[src/rtl/core/sbsb_pkg.sv]
package sbsb_pkg;

  typedef enum logic [1:0] {
    REQ_QUAD   = 2'd0,
    REQ_TRI    = 2'd1,
    REQ_FLUSH  = 2'd2,
    REQ_UNUSED = 2'd3
  } req_type_e;

  typedef enum logic [2:0] {
    ST_IDLE,
    ST_CHECK,
    ST_BIND,
    ST_SEARCH,
    ST_EMIT,
    ST_REPORT
  } state_e;

  typedef struct packed {
    logic [1:0]  req_type;
    logic [31:0] texture_id;
  } req_t;

  typedef struct packed {
    logic [3:0]  tex_slot;
    logic [15:0] index_value;
    logic        flush_before;
    logic [16:0] batch_vertices;
    logic [16:0] batch_indices;
    logic        last;
  } res_t;

  // controller to datapath
  typedef struct packed {
    logic capture;
    logic check;
    logic bind_start;
    logic search;
    logic emit;
    logic report;
  } cmd_t;

  // datapath to controller
  typedef struct packed {
    logic white_hit;
    logic multi;
    logic hit;
    logic search_end;
    logic emit_last;
  } status_t;

  localparam logic [1:0] QUAD_OFFS [6] = '{2'd0, 2'd1, 2'd2, 2'd0, 2'd3, 2'd1};

  function automatic logic [1:0] index_offset(logic [1:0] req, logic [2:0] k);
    if (req == REQ_QUAD) begin
      return (k < 3'd6) ? QUAD_OFFS[k] : 2'd0;
    end
    return k[1:0];
  endfunction

  function automatic logic [2:0] shape_verts(logic [1:0] req);
    return (req == REQ_QUAD) ? 3'd4 : 3'd3;
  endfunction

  function automatic logic [2:0] shape_indices(logic [1:0] req);
    return (req == REQ_QUAD) ? 3'd6 : 3'd3;
  endfunction

endpackage

[src/rtl/core/sbsb_ctrl.sv]
module sbsb_ctrl
  import sbsb_pkg::*;
(
  input  logic      clk_i,
  input  logic      rst_ni,
  input  logic      start_i,
  input  logic [1:0] req_type_i,
  input  status_t   status_i,
  output cmd_t      cmd_o,
  output logic      busy_o
);

  state_e state_q, state_d;

  always_ff @(posedge clk_i or negedge rst_ni) begin
    if (!rst_ni) begin
      state_q <= ST_IDLE;
    end else begin
      state_q <= state_d;
    end
  end

  always_comb begin
    state_d = state_q;
    cmd_o   = '0;
    busy_o  = 1'b1;
    case (state_q)
      ST_IDLE: begin
        busy_o = 1'b0;
        if (start_i) begin
          cmd_o.capture = 1'b1;
          if (req_type_i == REQ_QUAD || req_type_i == REQ_TRI) begin
            state_d = ST_CHECK;
          end else if (req_type_i == REQ_FLUSH) begin
            state_d = ST_REPORT;
          end
        end
      end
      ST_CHECK: begin
        cmd_o.check = 1'b1;
        state_d     = ST_BIND;
      end
      ST_BIND: begin
        cmd_o.bind_start = 1'b1;
        if (status_i.white_hit || !status_i.multi) begin
          state_d = ST_EMIT;
        end else begin
          state_d = ST_SEARCH;
        end
      end
      ST_SEARCH: begin
        cmd_o.search = 1'b1;
        if (status_i.hit || status_i.search_end) begin
          state_d = ST_EMIT;
        end
      end
      ST_EMIT: begin
        cmd_o.emit = 1'b1;
        if (status_i.emit_last) begin
          state_d = ST_IDLE;
        end
      end
      ST_REPORT: begin
        cmd_o.report = 1'b1;
        state_d      = ST_IDLE;
      end
      default: begin
        state_d = ST_IDLE;
      end
    endcase
  end

endmodule

[src/rtl/core/sbsb_dpath.sv]
module sbsb_dpath
  import sbsb_pkg::*;
#(
  parameter int TEXTURE_SLOTS   = 16,
  parameter int VERTEX_CAPACITY = 65536
) (
  input  logic        clk_i,
  input  logic        rst_ni,
  input  req_t        req_i,
  input  logic        cfg_we_i,
  input  logic [31:0] cfg_wdata_i,
  input  cmd_t        cmd_i,
  output status_t     status_o,
  output logic        result_valid_o,
  output res_t        result_o
);

  localparam int SW = $clog2(TEXTURE_SLOTS);
  localparam int UW = $clog2(TEXTURE_SLOTS + 1);

  logic [31:0]   white_q, white_d;
  logic [16:0]   vt_q, vt_d, it_q, it_d;
  logic [UW-1:0] used_q, used_d;
  logic          res_valid_q, res_valid_d;

  logic [1:0]    req_q, req_d;
  logic [31:0]   tex_q, tex_d;
  logic [16:0]   fv_q, fv_d, fi_q, fi_d;
  logic          flushed_q, flushed_d;
  logic [SW-1:0] slot_q, slot_d;
  logic [SW-1:0] srch_q, srch_d;
  logic [2:0]    k_q, k_d;
  res_t          res_q, res_d;

  logic [31:0]   slot_ids_q [TEXTURE_SLOTS];
  logic [31:0]   rd_q;
  logic          mem_we;

  logic          need_flush, new_ok, bind_now;
  logic [SW-1:0] new_slot;
  logic [31:0]   slot_wide;
  logic [1:0]    off;

  assign status_o.white_hit  = (tex_q == white_q);
  assign status_o.multi      = (used_q > UW'(1));
  assign status_o.hit        = (rd_q == tex_q);
  assign status_o.search_end = ((UW'(srch_q) + UW'(1)) >= used_q);
  assign status_o.emit_last  = (k_q == shape_indices(req_q) - 3'd1);

  assign need_flush = (used_q >= UW'(TEXTURE_SLOTS)) ||
                      ((18'(vt_q) + 18'(shape_verts(req_q))) > 18'(VERTEX_CAPACITY));
  assign new_ok     = (used_q < UW'(TEXTURE_SLOTS));
  assign new_slot   = used_q[SW-1:0];
  assign bind_now   = (cmd_i.bind_start && !status_o.white_hit && !status_o.multi) ||
                      (cmd_i.search && !status_o.hit && status_o.search_end);
  assign slot_wide  = 32'(slot_q);
  assign off        = index_offset(req_q, k_q);

  always_comb begin
    white_d     = cfg_we_i ? cfg_wdata_i : white_q;
    vt_d        = vt_q;
    it_d        = it_q;
    used_d      = used_q;
    res_valid_d = 1'b0;
    req_d       = req_q;
    tex_d       = tex_q;
    fv_d        = fv_q;
    fi_d        = fi_q;
    flushed_d   = flushed_q;
    slot_d      = slot_q;
    srch_d      = srch_q;
    k_d         = k_q;
    res_d       = res_q;
    mem_we      = 1'b0;

    if (cmd_i.capture) begin
      req_d = req_i.req_type;
      tex_d = req_i.texture_id;
    end

    if (cmd_i.check) begin
      k_d = 3'd0;
      if (need_flush) begin
        fv_d      = vt_q;
        fi_d      = it_q;
        flushed_d = 1'b1;
        if (it_q != 17'd0) begin
          vt_d   = '0;
          it_d   = '0;
          used_d = UW'(1);
        end
      end else begin
        fv_d      = '0;
        fi_d      = '0;
        flushed_d = 1'b0;
      end
    end

    if (cmd_i.bind_start) begin
      if (status_o.white_hit) begin
        slot_d = '0;
      end else if (status_o.multi) begin
        srch_d = SW'(1);
      end
    end

    if (cmd_i.search) begin
      if (status_o.hit) begin
        slot_d = srch_q;
      end else if (!status_o.search_end) begin
        srch_d = srch_q + SW'(1);
      end
    end

    // bind to the next free slot, or to slot zero when the table is full
    if (bind_now) begin
      if (new_ok) begin
        mem_we = 1'b1;
        slot_d = new_slot;
        used_d = used_q + UW'(1);
      end else begin
        slot_d = '0;
      end
    end

    if (cmd_i.emit) begin
      res_valid_d          = 1'b1;
      res_d.tex_slot       = slot_wide[3:0];
      res_d.index_value    = 16'(vt_q + 17'(off));
      res_d.flush_before   = flushed_q;
      res_d.batch_vertices = fv_q;
      res_d.batch_indices  = fi_q;
      res_d.last           = status_o.emit_last;
      k_d                  = k_q + 3'd1;
      if (status_o.emit_last) begin
        vt_d = vt_q + 17'(shape_verts(req_q));
        it_d = it_q + 17'(shape_indices(req_q));
      end
    end

    if (cmd_i.report) begin
      res_valid_d          = 1'b1;
      res_d.tex_slot       = '0;
      res_d.index_value    = '0;
      res_d.flush_before   = 1'b0;
      res_d.batch_vertices = vt_q;
      res_d.batch_indices  = it_q;
      res_d.last           = 1'b1;
      if (it_q != 17'd0) begin
        vt_d   = '0;
        it_d   = '0;
        used_d = UW'(1);
      end
    end
  end

  always_ff @(posedge clk_i or negedge rst_ni) begin
    if (!rst_ni) begin
      white_q     <= '0;
      vt_q        <= '0;
      it_q        <= '0;
      used_q      <= UW'(1);
      res_valid_q <= 1'b0;
    end else begin
      white_q     <= white_d;
      vt_q        <= vt_d;
      it_q        <= it_d;
      used_q      <= used_d;
      res_valid_q <= res_valid_d;
    end
  end

  always_ff @(posedge clk_i) begin
    req_q     <= req_d;
    tex_q     <= tex_d;
    fv_q      <= fv_d;
    fi_q      <= fi_d;
    flushed_q <= flushed_d;
    slot_q    <= slot_d;
    srch_q    <= srch_d;
    k_q       <= k_d;
    res_q     <= res_d;
  end

  // slot table, registered read follows the search pointer
  always_ff @(posedge clk_i) begin
    if (mem_we) begin
      slot_ids_q[new_slot] <= tex_q;
    end
    rd_q <= slot_ids_q[srch_d];
  end

  assign result_valid_o = res_valid_q;
  assign result_o       = res_q;

endmodule

[src/rtl/core/sprite_batch_slot_binder.sv]
// channel   | handshake              | payload
// ----------+------------------------+------------------------
// request   | start / busy           | req_i (req_t)
// result    | result_valid_o strobe  | result_o (res_t)
// config    | cfg_we_i               | cfg_wdata_i (white id)
//
// a request is taken when start is high and busy is low
// draw: accept, check, bind, a search of the bound table entries unless the white
//   id hits (one table entry per cycle through the registered read port), then
//   6 or 3 results; no new request is taken before the last result
// flush request: one result; unused request code: no result
// results are registered and strobed once; the receiver cannot stall them
// reset is asynchronous active low; the slot table itself is never cleared
module sprite_batch_slot_binder
  import sbsb_pkg::*;
#(
  parameter int TEXTURE_SLOTS   = 16,
  parameter int VERTEX_CAPACITY = 65536
) (
  input  logic        clk_i,
  input  logic        rst_ni,
  input  logic        start,
  output logic        busy,
  input  req_t        req_i,
  input  logic        cfg_we_i,
  input  logic [31:0] cfg_wdata_i,
  output logic        result_valid_o,
  output res_t        result_o
);

  cmd_t    cmd;
  status_t status;

  // sequencer: request decode, slot search walk, index emission
  sbsb_ctrl u_ctrl (
    .clk_i      (clk_i),
    .rst_ni     (rst_ni),
    .start_i    (start),
    .req_type_i (req_i.req_type),
    .status_i   (status),
    .cmd_o      (cmd),
    .busy_o     (busy)
  );

  // batch counters, slot table, white id register and result register
  sbsb_dpath #(
    .TEXTURE_SLOTS   (TEXTURE_SLOTS),
    .VERTEX_CAPACITY (VERTEX_CAPACITY)
  ) u_dpath (
    .clk_i          (clk_i),
    .rst_ni         (rst_ni),
    .req_i          (req_i),
    .cfg_we_i       (cfg_we_i),
    .cfg_wdata_i    (cfg_wdata_i),
    .cmd_i          (cmd),
    .status_o       (status),
    .result_valid_o (result_valid_o),
    .result_o       (result_o)
  );

endmodule

[config.mk]
export PLATFORM = sky130hd
export DESIGN_NAME = sprite_batch_slot_binder
export DESIGN_NICKNAME = d
export VERILOG_FILES = /design/src/rtl/core/sbsb_pkg.sv /design/src/rtl/core/sbsb_ctrl.sv /design/src/rtl/core/sbsb_dpath.sv /design/src/rtl/core/sprite_batch_slot_binder.sv
export SDC_FILE = /design/constraint.sdc
export NUM_CORES = 1
export LEC_CHECK = 0
export BUFFER_PORTS_ARGS = -buffer_cell sky130_fd_sc_hd__buf_2
export CORE_MARGIN = 3
export CORE_UTILIZATION = 60
export CTS_CLUSTER_DIAMETER = 150
export DETAILED_ROUTE_END_ITERATION = 16
export GPL_TIMING_DRIVEN = 0
export PLACE_DENSITY = 0.78
export SYNTH_ARGS = -nofsm -noshare
export SYNTH_HDL_FRONTEND = slang
export SYNTH_SLANG_ARGS = --single-unit
[constraint.sdc]
create_clock -name clk_i -period 6 [get_ports clk_i]
set_input_delay 0.3 -clock clk_i [delete_from_list [all_inputs] [get_ports clk_i]]
set_output_delay 0.3 -clock clk_i [all_outputs]
set_load 0.01 [all_outputs]
==> out/results.tsv <==
metric	value	unit
outcome	finished, final reports clean	
cts_max_path_buffers	3	
fmax	0.172	GHz
rsz0062_at_grt	no	
antenna_found_initial	2	
ys_warn_count	0	
clk_pin_slew	0.06	ns
r2r_slack	0.19	ns
finalCritPeriodShare	96.9	%
top_level_ports	128	
wl_per_cell	26.7	µm
synth_most_common_cell	edfxtp_1	
cts_tree	done	
p_leak	12.6	nW
core_area	50600	µm²
fp.dieArea	54400	µm²
diodes	0	
critPathMaxStageDelay	0.95	ns
syn-cell-area	31000	µm²
post_cts_buffers	0	
grtUsageTotal	32.9	%
fin_worst_skew	0.0456	ns
stdcell_area	36100	µm²
cp-end-kind	flop	
first_pass_iters	8	
yosysSeqAreaShare	70.0	%
h-tree-depth	3	
power_density	425	nW/µm²
ctsResizeCount	0	
routed-via-count	21400	
dpl.cell_count	3103	
grt_overflow	0	
die_y	233	µm
worstMarginPinSlew	1.17	ns
totalWireLength	88400	µm
syn_area_per_cell	13.6	µm²
drive_gt1_share	15.5	%
cts_buffers	75	
maxSlewHeadroom	21.2	%
r2r_cells	11	
drv_slew	0	
synth-edff-count	618	
syn_nets	2368	
start_util	61.3	%
critPathArrivalTime	6.32	ns
regToRegStartpoint	u_dpath.tex_q[28]	
yosysTopAreaCellShare	59.9	%
setup_violations	0	
first_global_vias	21300	
ys_ff_latch	755	
fin_total_pwr	15.3	mW
synthTopCellsByCount	edfxtp_1 (618), nand2_1 (209), a21oi_1 (178)	
crit_slowest_cell	a2111oi_0	
viasPerCell	6.46	
crit_chain	xnor2_1, nand4_1, nor4_2, a21oi_1, a211o_1, buf_4, nand2_4, buf_2, mux2_2, a2111oi_0, or4b_1	
synth.area.top_cells	edfxtp_1 (60%), dfrtp_1 (6.0%), dfxtp_1 (4.0%)	
drt_iter0_drc	3065	
yosysUniqueCellTypes	72	
cts-root-buf	clkbuf_16	
port_buffers	126	
hpwl	57900	µm
min_path_type	in -> async	
ir_worst_vdd	328	µV
path_delay_family	simple AND/OR/NAND/NOR gates	
ys_dominant_reg_cell	edfxtp_1	
fin_cells	3307	
critPathMaxFanout	18	
period_minus_slack	5.81	ns
cp_num_cells	11	
area_delta_synth_final	16.5	%
critPathKind	reg -> reg	
synth_area_leader_cell	edfxtp_1	
ant_nets	0	
hold_violations	0	
crit_buf_inv	2	
critPathLaunchType	flop	
fin_nets	2666	
clk_latency	0.64	ns
die_x	233	µm
final_util	71.4	%
drc	0	
grt_pass1_wl	132000	µm
placementRows	82	
required	6.50	ns
syn-instance-count	2277	
placed_area	33100	µm²
cts_num_sinks	755	
gp_congestion	0.928	
drv_cap	0	
async_flop_share	9.93	%
cts_hold_buffers	67	
grt_max_degree	66	
r2r_end	u_dpath.rd_q[20]	
[placed cells by master, fill, tap and decap left out, types with 18 or more instances in the layout]
cell	synthesis	layout
nand2_1	209	209
o21ai_0	156	156
nand4_1	23	23
mux2_2	63	63
a31oi_1	18	18
o22ai_1	32	32
buf_2	32	157
a2111oi_0	32	32
clkbuf_1	102	119
ha_1	19	19
xnor2_1	82	82
nor2_1	92	80
a21oi_1	178	178
edfxtp_1	618	618
inv_1	21	19
and2_1	39	39
nand3_1	114	114
clkbuf_16	0	77
dlygate4sd3_1	0	67
dfrtp_1	74	74
or4b_1	32	32
dfxtp_1	62	62
mux2i_1	98	98
clkinv_2	0	23
[metal layers]
layer,global-route usage (%),share of wire [%],wire (µm),vias to the layer above
met5,0,0.015,13,-
met4,13.1,3.9,3470,2
met3,7.55,13,11100,250
met2,52.6,47,41800,1558
met1,44.2,36,32100,10400
li1,-,-,-,9161
[kinds of logic after synthesis]
logic type / count (synthesis) / share of synthesized area, %
adder cells (fa/ha/maj): 24 / 0.993
AND/OR/NAND/NOR: 590 / 9.52
AO/OA/AOI/OAI: 485 / 9.23
flip-flops: 755 / 70.0
XOR/XNOR: 90 / 2.54
buffers and inverters: 171 / 2.27
multiplexers: 162 / 5.49
[stage by stage]
stage / hold slack (ns) / setup slack, ns / TNS [ns]
after CTS: 0.0449 / 0.478 / 0
after global routing: 0.0709 / 0.132 / 0
final: 0.0699 / 0.186 / 0
after global placement: 0.440 / -1.95 / -375.31
after floorplan: 0.00441 / 0.548 / 0
after detailed placement: 0.161 / 0.518 / 0
[cell type report]
cell class,count,area [µm²]
Clock buffer,100,2070
Inverter,22,82.6
Timing Repair Buffer,221,1790
Clock inverter,37,308
Buffer,149,622
Multi-Input combinational cell,1351,8720
Tap cell,672,841
Sequential cell,755,21700
Fill cell,3174,14500
[state kept, by name, summed over array words and instances, names as in the netlist]
signal / count
u_ctrl.state_q: 3
u_dpath.fi_q: 17
u_dpath.flushed_q: 1
u_dpath.fv_q: 17
u_dpath.it_q: 17
u_dpath.k_q: 3
u_dpath.rd_q: 32
u_dpath.req_q: 2
u_dpath.result_o: 56
u_dpath.result_valid_o: 1
u_dpath.slot_ids_q: 512
u_dpath.slot_q: 4
u_dpath.srch_q: 4
u_dpath.tex_q: 32
u_dpath.used_q: 5
u_dpath.vt_q: 17
u_dpath.white_q: 32
[report_power, final]
| part | total [mW] | internal [mW] | switching, mW |
|---|---|---|---|
| combinational | 3.71 | 1.31 | 2.40 |
| sequential | 7.05 | 6.44 | 0.607 |
| clock | 4.58 | 2.58 | 2.01 |
[how the worst max path moves through the flow]
| stage | startpoint | end | slack (ns) |
|---|---|---|---|
| floorplan | u_dpath.srch_q[0] | u_dpath.slot_ids_q[0][0] | 0.55 |
| global placement | u_dpath.srch_q[0] | u_dpath.slot_ids_q[1][11] | -1.95 |
| detailed placement | u_dpath.tex_q[28] | u_dpath.rd_q[21] | 0.52 |
| CTS | u_dpath.tex_q[28] | u_dpath.rd_q[23] | 0.48 |
| global route | u_dpath.tex_q[28] | u_dpath.rd_q[23] | 0.13 |
| finish | u_dpath.tex_q[28] | u_dpath.rd_q[20] | 0.19 |
Note: power is estimated with default switching activity, not from simulation.
